`src/design/pud_pkg.sv`:
```
// shared types, character codes and character-class functions for the uri decoder
`timescale 1ns / 1ps
`default_nettype none
package pud_pkg;

   localparam int MAX_RESULTS = 3;

   typedef enum logic [2:0] {
      PH_SCHEME = 3'd0,
      PH_ADDR   = 3'd1,
      PH_KEY    = 3'd2,
      PH_VALUE  = 3'd3,
      PH_REJ    = 3'd4
   } phase_type;

   typedef enum logic [1:0] {
      ESC_NONE   = 2'd0,
      ESC_FIRST  = 2'd1,
      ESC_SECOND = 2'd2
   } esc_type;

   typedef enum logic [2:0] {
      KIND_ADDR_BYTE  = 3'd0,
      KIND_KEY_BYTE   = 3'd1,
      KIND_VALUE_BYTE = 3'd2,
      KIND_ADDR_DONE  = 3'd3,
      KIND_PARAM_DONE = 3'd4,
      KIND_ACCEPT     = 3'd5,
      KIND_REJECT     = 3'd6
   } kind_type;

   typedef struct packed {
      kind_type   kind;
      logic [7:0] out_byte;
   } result_type;

   // results of one request, entry 0 delivered first
   typedef struct packed {
      logic [1:0]                         count;
      result_type [MAX_RESULTS-1:0]       entry;
   } step_out_type;

   localparam logic [7:0] CH_PERCENT = 8'h25;
   localparam logic [7:0] CH_QUESTION = 8'h3F;
   localparam logic [7:0] CH_AMP = 8'h26;
   localparam logic [7:0] CH_EQUAL = 8'h3D;

   // scheme prefix, lower and upper case letters, colon at the end
   localparam logic [7:0][7:0] SCHEME_LO =
      {8'h3A, 8'h6E, 8'h69, 8'h6F, 8'h63, 8'h74, 8'h69, 8'h62};
   localparam logic [7:0][7:0] SCHEME_UP =
      {8'h3A, 8'h4E, 8'h49, 8'h4F, 8'h43, 8'h54, 8'h49, 8'h42};
   localparam logic [2:0] SCHEME_LAST = 3'd7;

   // returns {valid, nibble}
   function automatic logic [4:0] hex_digit(input logic [7:0] c);
      logic [7:0] d;
      logic [4:0] r;
      d = 8'h00;
      r = 5'd0;
      if (c >= 8'h30 && c <= 8'h39) begin
         d = c - 8'h30;
         r = {1'b1, d[3:0]};
      end else if (c >= 8'h41 && c <= 8'h46) begin
         d = c - 8'h37;
         r = {1'b1, d[3:0]};
      end else if (c >= 8'h61 && c <= 8'h66) begin
         d = c - 8'h57;
         r = {1'b1, d[3:0]};
      end
      return r;
   endfunction

   function automatic logic is_b58(input logic [7:0] c);
      logic r;
      r = 1'b0;
      if (c >= 8'h31 && c <= 8'h39) begin
         r = 1'b1;
      end else if (c >= 8'h41 && c <= 8'h5A) begin
         r = (c != 8'h49) && (c != 8'h4F);
      end else if (c >= 8'h61 && c <= 8'h7A) begin
         r = (c != 8'h6C);
      end
      return r;
   endfunction

   function automatic logic is_query_char(input logic [7:0] c);
      logic r;
      r = 1'b0;
      if ((c >= 8'h30 && c <= 8'h39) || (c >= 8'h41 && c <= 8'h5A) ||
          (c >= 8'h61 && c <= 8'h7A)) begin
         r = 1'b1;
      end else begin
         unique case (c)
            8'h2D, 8'h2E, 8'h5F, 8'h7E, 8'h21, 8'h24, 8'h27, 8'h28, 8'h29,
            8'h2A, 8'h2B, 8'h2C, 8'h3B, 8'h3A, 8'h40, 8'h2F, 8'h3F: begin
               r = 1'b1;
            end
            default: begin
               r = 1'b0;
            end
         endcase
      end
      return r;
   endfunction

endpackage
`default_nettype wire

```
`src/design/pud_ifs.sv`:
```
// request and response channel interfaces
`timescale 1ns / 1ps
`default_nettype none
interface pud_req_if;
   logic       valid;
   logic       ready;
   logic [7:0] in_byte;
   logic       end_of_uri;
   modport source (output valid, output in_byte, output end_of_uri, input ready);
   modport sink (input valid, input in_byte, input end_of_uri, output ready);
endinterface

interface pud_rsp_if;
   logic       valid;
   logic       ready;
   logic [2:0] kind;
   logic [7:0] out_byte;
   logic       last_of_run;
   modport source (output valid, output kind, output out_byte, output last_of_run,
                   input ready);
   modport sink (input valid, input kind, input out_byte, input last_of_run,
                 output ready);
endinterface
`default_nettype wire

```
`src/design/payment_uri_percent_decode_parser.sv`:
```
// top level: input register, parse core and result buffer
//
//   channel | direction | contents
//   req     | in        | in_byte, end_of_uri
//   rsp     | out       | kind, out_byte, last_of_run
//   csr     | in        | strict values bit, write only
//
// a request waits in the input register, is decoded combinationally into up to
// three results, which leave the buffer at one per cycle while rsp is ready.
// a request with zero or one result keeps a rate of one request per cycle while
// rsp is ready; one with more results holds the next one until its last is taken.
// synchronous active-high reset empties both registers and restarts at the scheme.
// rsp stalls back up into the input register and then into req.ready.
`timescale 1ns / 1ps
`default_nettype none
module payment_uri_percent_decode_parser (
   input  wire logic clock,
   input  wire logic reset,
   input  wire logic csr_wr_en,
   input  wire logic csr_wr_data,
   pud_req_if.sink   req,
   pud_rsp_if.source rsp
);
   import pud_pkg::*;

   logic         in_valid_ff, in_valid_in;
   logic [7:0]   in_byte_ff;
   logic         in_last_ff;
   logic         can_load;
   logic         step;
   logic         accept;
   step_out_type step_out;

   assign step      = in_valid_ff && can_load;
   assign req.ready = !in_valid_ff || step;
   assign accept    = req.valid && req.ready;

   always_comb begin
      in_valid_in = in_valid_ff;
      if (accept) begin
         in_valid_in = 1'b1;
      end else if (step) begin
         in_valid_in = 1'b0;
      end
   end

   always_ff @(posedge clock) begin
      if (reset) begin
         in_valid_ff <= 1'b0;
      end else begin
         in_valid_ff <= in_valid_in;
      end
   end

   always_ff @(posedge clock) begin
      if (accept) begin
         in_byte_ff <= req.in_byte;
         in_last_ff <= req.end_of_uri;
      end
   end

   pud_core u_core (
      .clock       (clock),
      .reset       (reset),
      .csr_wr_en   (csr_wr_en),
      .csr_wr_data (csr_wr_data),
      .step        (step),
      .in_byte     (in_byte_ff),
      .end_of_uri  (in_last_ff),
      .step_out    (step_out)
   );

   pud_outq u_outq (
      .clock    (clock),
      .reset    (reset),
      .load     (step),
      .step_out (step_out),
      .can_load (can_load),
      .rsp      (rsp)
   );

endmodule
`default_nettype wire

```
`src/design/pud_core.sv`:
```
// parse state registers and the per-byte decode step
`timescale 1ns / 1ps
`default_nettype none
module pud_core (
   input  wire logic               clock,
   input  wire logic               reset,
   input  wire logic               csr_wr_en,
   input  wire logic               csr_wr_data,
   input  wire logic               step,
   input  wire logic [7:0]         in_byte,
   input  wire logic               end_of_uri,
   output pud_pkg::step_out_type   step_out
);
   import pud_pkg::*;

   logic      strict_ff;
   phase_type phase_ff, phase_in;
   logic [2:0] pos_ff, pos_in;
   esc_type   esc_ff, esc_in;
   logic [3:0] hi_ff, hi_in;
   logic      run_ne_ff, run_ne_in;
   logic      key_ne_ff, key_ne_in;

   logic       t_emit;
   kind_type   t_kind;
   logic [7:0] t_byte;
   logic [4:0] hex;
   logic       ok;
   logic       f_done;
   logic [1:0] idx;

   always_comb begin
      phase_in  = phase_ff;
      pos_in    = pos_ff;
      esc_in    = esc_ff;
      hi_in     = hi_ff;
      run_ne_in = run_ne_ff;
      key_ne_in = key_ne_ff;
      t_emit    = 1'b0;
      t_kind    = KIND_ADDR_BYTE;
      t_byte    = 8'h00;
      hex       = hex_digit(in_byte);
      ok        = 1'b1;
      f_done    = 1'b0;
      idx       = 2'd0;
      step_out  = '0;

      unique case (phase_ff)
         PH_SCHEME: begin
            if (in_byte == SCHEME_LO[pos_ff] || in_byte == SCHEME_UP[pos_ff]) begin
               if (pos_ff == SCHEME_LAST) begin
                  phase_in = PH_ADDR;
                  pos_in   = 3'd0;
               end else begin
                  pos_in = pos_ff + 3'd1;
               end
            end else begin
               phase_in = PH_REJ;
            end
         end
         PH_ADDR, PH_KEY, PH_VALUE: begin
            if (esc_ff != ESC_NONE) begin
               if (!hex[4]) begin
                  phase_in = PH_REJ;
               end else if (esc_ff == ESC_FIRST) begin
                  hi_in  = hex[3:0];
                  esc_in = ESC_SECOND;
               end else begin
                  t_emit = 1'b1;
                  t_byte = {hi_ff, hex[3:0]};
                  esc_in = ESC_NONE;
                  if (phase_ff == PH_ADDR) begin
                     t_kind    = KIND_ADDR_BYTE;
                     run_ne_in = 1'b1;
                  end else if (phase_ff == PH_KEY) begin
                     t_kind    = KIND_KEY_BYTE;
                     key_ne_in = 1'b1;
                  end else begin
                     t_kind = KIND_VALUE_BYTE;
                  end
               end
            end else if (in_byte == CH_PERCENT) begin
               esc_in = ESC_FIRST;
            end else if (phase_ff == PH_ADDR) begin
               if (is_b58(in_byte)) begin
                  t_emit    = 1'b1;
                  t_kind    = KIND_ADDR_BYTE;
                  t_byte    = in_byte;
                  run_ne_in = 1'b1;
               end else if (in_byte == CH_QUESTION) begin
                  t_emit    = run_ne_ff;
                  t_kind    = KIND_ADDR_DONE;
                  phase_in  = PH_KEY;
                  key_ne_in = 1'b0;
               end else begin
                  phase_in = PH_REJ;
               end
            end else if (phase_ff == PH_KEY) begin
               if (is_query_char(in_byte)) begin
                  t_emit    = 1'b1;
                  t_kind    = KIND_KEY_BYTE;
                  t_byte    = in_byte;
                  key_ne_in = 1'b1;
               end else if (in_byte == CH_EQUAL) begin
                  phase_in = key_ne_ff ? PH_VALUE : PH_REJ;
               end else if (in_byte == CH_AMP) begin
                  t_emit    = key_ne_ff;
                  t_kind    = KIND_PARAM_DONE;
                  key_ne_in = 1'b0;
               end else begin
                  phase_in = PH_REJ;
               end
            end else begin
               if (in_byte == CH_AMP) begin
                  t_emit    = 1'b1;
                  t_kind    = KIND_PARAM_DONE;
                  phase_in  = PH_KEY;
                  key_ne_in = 1'b0;
               end else if (!strict_ff || is_query_char(in_byte)) begin
                  t_emit = 1'b1;
                  t_kind = KIND_VALUE_BYTE;
                  t_byte = in_byte;
               end else begin
                  phase_in = PH_REJ;
               end
            end
         end
         default: begin
            phase_in = PH_REJ;
         end
      endcase

      if (t_emit) begin
         step_out.entry[idx] = '{kind: t_kind, out_byte: t_byte};
         idx = idx + 2'd1;
      end

      if (end_of_uri) begin
         // closing event on the state left by this byte
         if (esc_in != ESC_NONE) begin
            ok = 1'b0;
         end else begin
            unique case (phase_in)
               PH_ADDR:  f_done = run_ne_in;
               PH_KEY:   f_done = key_ne_in;
               PH_VALUE: f_done = 1'b1;
               default:  ok = 1'b0;
            endcase
         end
         if (f_done) begin
            step_out.entry[idx] =
               '{kind: (phase_in == PH_ADDR) ? KIND_ADDR_DONE : KIND_PARAM_DONE,
                 out_byte: 8'h00};
            idx = idx + 2'd1;
         end
         step_out.entry[idx] = '{kind: ok ? KIND_ACCEPT : KIND_REJECT, out_byte: 8'h00};
         idx = idx + 2'd1;
         phase_in  = PH_SCHEME;
         pos_in    = 3'd0;
         esc_in    = ESC_NONE;
         hi_in     = 4'd0;
         run_ne_in = 1'b0;
         key_ne_in = 1'b0;
      end
      step_out.count = idx;
   end

   always_ff @(posedge clock) begin
      if (reset) begin
         strict_ff <= 1'b1;
      end else if (csr_wr_en) begin
         strict_ff <= csr_wr_data;
      end
   end

   always_ff @(posedge clock) begin
      if (reset) begin
         phase_ff  <= PH_SCHEME;
         pos_ff    <= 3'd0;
         esc_ff    <= ESC_NONE;
         hi_ff     <= 4'd0;
         run_ne_ff <= 1'b0;
         key_ne_ff <= 1'b0;
      end else if (step) begin
         phase_ff  <= phase_in;
         pos_ff    <= pos_in;
         esc_ff    <= esc_in;
         hi_ff     <= hi_in;
         run_ne_ff <= run_ne_in;
         key_ne_ff <= key_ne_in;
      end
   end

   // a scheme mismatch keeps its position until the last byte
   a_pos_only_in_scheme: assert property (@(posedge clock) disable iff (reset)
      (pos_ff != 3'd0) |-> (phase_ff == PH_SCHEME || phase_ff == PH_REJ))
      else $error("scheme position set outside scheme phase");

   a_esc_only_in_runs: assert property (@(posedge clock) disable iff (reset)
      (esc_ff != ESC_NONE) |-> (phase_ff != PH_SCHEME))
      else $error("escape pending outside a decoding phase");

   a_last_restarts: assert property (@(posedge clock) disable iff (reset)
      (step && end_of_uri) |=> (phase_ff == PH_SCHEME && esc_ff == ESC_NONE))
      else $error("parser not restarted after last byte");

endmodule
`default_nettype wire

```
`src/design/pud_outq.sv`:
```
// three-entry result buffer that hands out one result per cycle while rsp is ready
`timescale 1ns / 1ps
`default_nettype none
module pud_outq (
   input  wire logic                   clock,
   input  wire logic                   reset,
   input  wire logic                   load,
   input  wire pud_pkg::step_out_type  step_out,
   output logic                        can_load,
   pud_rsp_if.source                   rsp
);
   import pud_pkg::*;

   logic [1:0] count_ff, count_in;
   result_type q_ff [MAX_RESULTS];
   result_type q_in [MAX_RESULTS];
   logic       pop;

   assign pop      = rsp.valid && rsp.ready;
   assign can_load = (count_ff == 2'd0) || (count_ff == 2'd1 && rsp.ready);

   assign rsp.valid       = (count_ff != 2'd0);
   assign rsp.kind        = q_ff[0].kind;
   assign rsp.out_byte    = q_ff[0].out_byte;
   assign rsp.last_of_run = (count_ff == 2'd1);

   always_comb begin
      count_in = count_ff;
      q_in     = q_ff;
      if (load) begin
         count_in = step_out.count;
         for (int i = 0; i < MAX_RESULTS; i++) begin
            q_in[i] = step_out.entry[i];
         end
      end else if (pop) begin
         count_in = count_ff - 2'd1;
         for (int i = 0; i < MAX_RESULTS - 1; i++) begin
            q_in[i] = q_ff[i+1];
         end
      end
   end

   always_ff @(posedge clock) begin
      if (reset) begin
         count_ff <= 2'd0;
      end else begin
         count_ff <= count_in;
      end
   end

   always_ff @(posedge clock) begin
      q_ff <= q_in;
   end

   a_event_byte_zero: assert property (@(posedge clock) disable iff (reset)
      (rsp.valid && (rsp.kind == KIND_ADDR_DONE || rsp.kind == KIND_PARAM_DONE ||
                     rsp.kind == KIND_ACCEPT || rsp.kind == KIND_REJECT))
         |-> (rsp.out_byte == 8'h00))
      else $error("event result carries a nonzero byte");

   a_no_overwrite: assert property (@(posedge clock) disable iff (reset)
      load |-> (count_ff == 2'd0 || (count_ff == 2'd1 && pop)))
      else $error("results overwritten before delivery");

   a_pop_drains: assert property (@(posedge clock) disable iff (reset)
      (pop && !load && count_ff >= 2'd2) |=> (count_ff == $past(count_ff) - 2'd1))
      else $error("buffer count lost track on delivery");

endmodule
`default_nettype wire

```
`src/flat_wrapper.sv`:
```
// flat-port wrapper written by rule: the top's interface ports become plain ports
module payment_uri_percent_decode_parser_flat import pud_pkg::*;
  (clock, reset, csr_wr_en, csr_wr_data, req_valid, req_in_byte, req_end_of_uri, req_ready, rsp_valid, rsp_kind, rsp_out_byte, rsp_last_of_run, rsp_ready);
  pud_req_if req_i ();
  pud_rsp_if rsp_i ();
  input  wire logic clock;
  input  wire logic reset;
  input  wire logic csr_wr_en;
  input  wire logic csr_wr_data;
  input wire logic [$bits(req_i.valid)-1:0] req_valid;
  input wire logic [$bits(req_i.in_byte)-1:0] req_in_byte;
  input wire logic [$bits(req_i.end_of_uri)-1:0] req_end_of_uri;
  output wire logic [$bits(req_i.ready)-1:0] req_ready;
  output wire logic [$bits(rsp_i.valid)-1:0] rsp_valid;
  output wire logic [$bits(rsp_i.kind)-1:0] rsp_kind;
  output wire logic [$bits(rsp_i.out_byte)-1:0] rsp_out_byte;
  output wire logic [$bits(rsp_i.last_of_run)-1:0] rsp_last_of_run;
  input wire logic [$bits(rsp_i.ready)-1:0] rsp_ready;
  assign req_i.valid = req_valid;
  assign req_i.in_byte = req_in_byte;
  assign req_i.end_of_uri = req_end_of_uri;
  assign req_ready = req_i.ready;
  assign rsp_valid = rsp_i.valid;
  assign rsp_kind = rsp_i.kind;
  assign rsp_out_byte = rsp_i.out_byte;
  assign rsp_last_of_run = rsp_i.last_of_run;
  assign rsp_i.ready = rsp_ready;
  payment_uri_percent_decode_parser u_core (.clock(clock), .reset(reset), .csr_wr_en(csr_wr_en), .csr_wr_data(csr_wr_data), .req(req_i), .rsp(rsp_i));
endmodule
```
`config.mk`:
```
export PLATFORM = sky130hd
export DESIGN_NAME = payment_uri_percent_decode_parser_flat
export DESIGN_NICKNAME = d
export VERILOG_FILES = /design/src/design/pud_pkg.sv /design/src/design/pud_ifs.sv /design/src/design/payment_uri_percent_decode_parser.sv /design/src/design/pud_core.sv /design/src/design/pud_outq.sv /design/src/flat_wrapper.sv
export SDC_FILE = /design/constraint.sdc
export NUM_CORES = 1
export LEC_CHECK = 0
export ABC_AREA = 1
export ABC_CLOCK_PERIOD_IN_PS = 4270
export BUFFER_PORTS_ARGS = -buffer_cell sky130_fd_sc_hd__buf_4
export CAP_MARGIN = 20
export CORE_ASPECT_RATIO = 1.5
export CORE_MARGIN = 8
export CORE_UTILIZATION = 40
export DETAILED_ROUTE_END_ITERATION = 8
export HOLD_SLACK_MARGIN = 0.05
export PLACE_DENSITY = 0.54
export RECOVER_POWER = 100
export SYNTH_ARGS = -nofsm -noshare
export SYNTH_HDL_FRONTEND = slang
export SYNTH_SLANG_ARGS = --single-unit
```
`constraint.sdc`:
```
create_clock -name clock -period 4.27 [get_ports clock]
set_input_delay 0 -clock clock [delete_from_list [all_inputs] [get_ports clock]]
set_output_delay 0 -clock clock [all_outputs]
set_load 0.005 [all_outputs]
```
==> results.py <==
metrics = {
    "yosys": {
        "synth-seq-area-share_pct": 36.2,
        "yosysWarningCount": 0,
        "syn_nets": 538,
        "syn_avg_cell_area_um2": 6.97,
        "syn_inst": 508,
        "netlist_area_um2": 3540,
        "synth-seq-cells": 51,
        "synth_cell_types": 42,
    },
    "clocking": {
        "clk_latency_ns": 0.29,
        "cts_resized": 0,
        "cts_buffers": 5,
        "clock-root-buffer": "clkbuf_16",
        "cts_max_level": 2,
        "clock_path_buffers": 2,
        "cts_num_sinks": 51,
        "cts.clk_slew.worst_paths_ns": 0.06,
        "cts_tree": "built",
    },
    "drt": {
        "wl_per_cell_um": 15.9,
        "via_per_inst": 5.18,
        "firstDrtPassIters": 5,
        "ant_nets": 0,
        "drc_errors": 0,
        "first_iter_violations": 165,
        "drt_wl_total_um": 10400,
        "vias": 3392,
    },
    "floorplan": {
        "io_pins": 29,
        "initial_core_util_pct": 40.6,
        "die_area_um2": 12200,
        "die_x_um": 92.8,
        "die_h_um": 131,
        "rows": 42,
        "core_area_um2": 8720,
    },
    "power_and_ir_drop": {
        "finalPower_mw": 1.54,
        "leakagePower_nw": 1.90,
        "ir_drop_mv": 0.162,
        "powerDensity_nw_per_um2": 379,
    },
    "placed_design": {
        "port_buffers": 28,
        "place_area_um2": 3790,
        "pre_cts_ws_ns": 0.409,
        "gp_congestion": 0.956,
        "dp_cells": 630,
        "dp.final_hpwl_um": 8400,
    },
    "timing": {
        "fin_ws_ns": 0.441,
        "fin_crit_sh_pct": 89.7,
        "finClkSkew_ns": 0.00386,
        "hold_viol_final": 0,
        "final_max_slew_viol_count": 0,
        "slew_headroom_pct": 35.8,
        "hold-worst-slack_ns": 0.395,
        "finalCriticalPeriod_ns": 3.83,
        "finalSetupViolCount": 0,
        "fmax_mhz": 261,
        "rsz0062_at_grt": "no",
        "fin_tns_setup_ns": 0,
        "worst_pin_slew_ns": 0.963,
    },
    "hold_path": {
        "hold_depth": 4,
        "min_to": "req_ready",
        "hold_class": "in2out",
        "min_from": "rsp_ready",
    },
    "worst_setup_path": {
        "cp-end-kind": "flip-flop",
        "slowest_delay_ns": 0.51,
        "r2r_cells": 21,
        "critPathSlowestCell": "edfxtp_1",
        "crit_chain": "inv_1, ha_1, inv_1, nand2_1, nor2_2, o21ai_1, a21boi_2, nor2_2, nand2_2, nand2_2, inv_2, nand2_1, o21ai_0, nor2_1, nand2_4, nor2_4, inv_1, ha_1, a21oi_1, nand2_1, a21oi_1",
        "crit_buf_inv": 4,
        "cp_top_family": "simple AND/OR/NAND/NOR gates",
        "r2r_start": "u_core.in_byte_ff[1]$_DFFE_PP_",
        "crit_fanout": 8,
        "critical_path_arrival_ns": 3.96,
        "reg2reg_setup_slack_ns": 0.44,
        "start_kind": "flip-flop",
        "cp.required_ns": 4.40,
        "critPathKind": "reg2reg",
        "r2r_end": "u_core.u_outq.rsp.out_byte[3]$_SDFFCE_PN0P_",
    },
    "final_layout": {
        "final_cell_mix": "nand2_1 (137), inv_1 (68), nor2_1 (49)",
        "antenna_cells": 0,
        "final_cells": 655,
        "final_cell_area_um2": 4080,
        "layout.nets": 574,
        "drive_gt1_share_pct": 12.3,
        "syn2layout_area_growth_pct": 15.1,
        "final_util_pct": 46.7,
        "final_common_cell": "nand2_1",
    },
    "run": {
        "cap_viol_max_count": 0,
    },
    "global_route": {
        "grt_pass1_vias": 3555,
        "grt_overflow_total": 0,
        "grt_usage_pct": 17.8,
        "grt_pass1_wl_um": 17300,
        "antenna_found_initial": 0,
        "grt_max_degree": 19,
    },
    "outcome": {
        "status": "finished, final reports clean",
    },
}
## Yosys cell counts, drive strengths merged
library cell	number	area share (%)
a41oi	1	0.25
buf	16	3.3
o21ai	39	5.6
ha	15	5.3
a32o	1	0.28
nand4	10	1.8
nor3	5	0.71
nand2	146	17
a21boi	1	0.32
o2111ai	3	0.74
o31ai	1	0.21
a2111oi	1	0.25
a32oi	1	0.25
nand3b	1	0.21
and2	1	0.18
xnor2	3	0.74
inv	78	8.3
a31oi	3	0.53
o22ai	1	0.18
clkbuf	5	0.53
o21bai	1	0.21
a22oi	5	1.1
xor2	3	0.74
clkinv	1	0.11
nor2	56	6.7
dfxtp	25	14
edfxtp	26	22
or2	2	0.35
o41ai	1	0.25
nand3	25	3.5
a21oi	28	4.0
o221ai	1	0.25
o32ai	1	0.25
a211o	1	0.25
## kinds of logic (layout without fill, tap and decap cells)
logic type | Yosys count | after routing | share of synthesized area (%)
AOI/OAI and AO/OA | 90 | 90 | 14.8
xor gates and xnor gates | 6 | 6 | 1.48
adders and majority gates | 15 | 15 | 5.30
buffers and inverters | 100 | 137 | 12.2
DFF | 51 | 51 | 36.2
and+or+nand+nor | 246 | 246 | 30.0
## tightest hold or removal path, stage by stage
cell and delay (ns):
buf_4 0.08, a21oi_1 0.08, nand2_1 0.09, clkbuf_4 0.14
## metal layers
metal,part of all wire (%),vias to the layer above,GRT usage (%)
met5,0,-,0
met4,5.0,0,10.9
met3,3.1,31,2.62
met2,53,84,33.1
met1,38,1566,17.9
li1,-,1711,-
## worst max path at each step
stage                     cells after the start                                          end  slack, ns                      startpoint
after detailed placement                     24  u_core.u_outq.rsp.out_byte[1]$_SDFFCE_PN0P_       0.41  u_core.in_byte_ff[0]$_DFFE_PP_
after global routing                         23  u_core.u_outq.rsp.out_byte[3]$_SDFFCE_PN0P_       0.06  u_core.in_byte_ff[1]$_DFFE_PP_
after floorplan                              28             u_core.u_outq.q_ff[19]$_DFFE_PP_       1.02  u_core.in_byte_ff[0]$_DFFE_PP_
final                                        21  u_core.u_outq.rsp.out_byte[3]$_SDFFCE_PN0P_       0.44  u_core.in_byte_ff[1]$_DFFE_PP_
after CTS                                    24  u_core.u_outq.rsp.out_byte[1]$_SDFFCE_PN0P_       0.36  u_core.in_byte_ff[0]$_DFFE_PP_
after global placement                       24  u_core.u_outq.rsp.out_byte[1]$_SDFFCE_PN0P_       0.35  u_core.in_byte_ff[0]$_DFFE_PP_
## where the power goes
| group | leakage (nW) | switching (mW) | internal (mW) |
|---|---|---|---|
| combinational | 1.38 | 0.296 | 0.178 |
| sequential | 0.455 | 0.0556 | 0.626 |
| clock | 0.0649 | 0.176 | 0.213 |
## what timing repair did
| item | in CTS | in global routing |
|---|---|---|
| setup buffers | 0 | 3 |
| setup endpoints to repair | 0 | 4 |
| hold buffers | 14 | 0 |
| hold endpoints to repair | 16 | 0 |
## area by class of cell
class	instances	area (µm²)
Clock inverter	3	15.0
Multi-Input combinational cell	357	1830
Timing Repair Buffer	50	392
Clock buffer	5	125
Sequential cell	51	1280
Tap cell	110	138
Inverter	79	297
Fill cell	934	4650
Note: power is estimated with default switching activity, not from simulation.
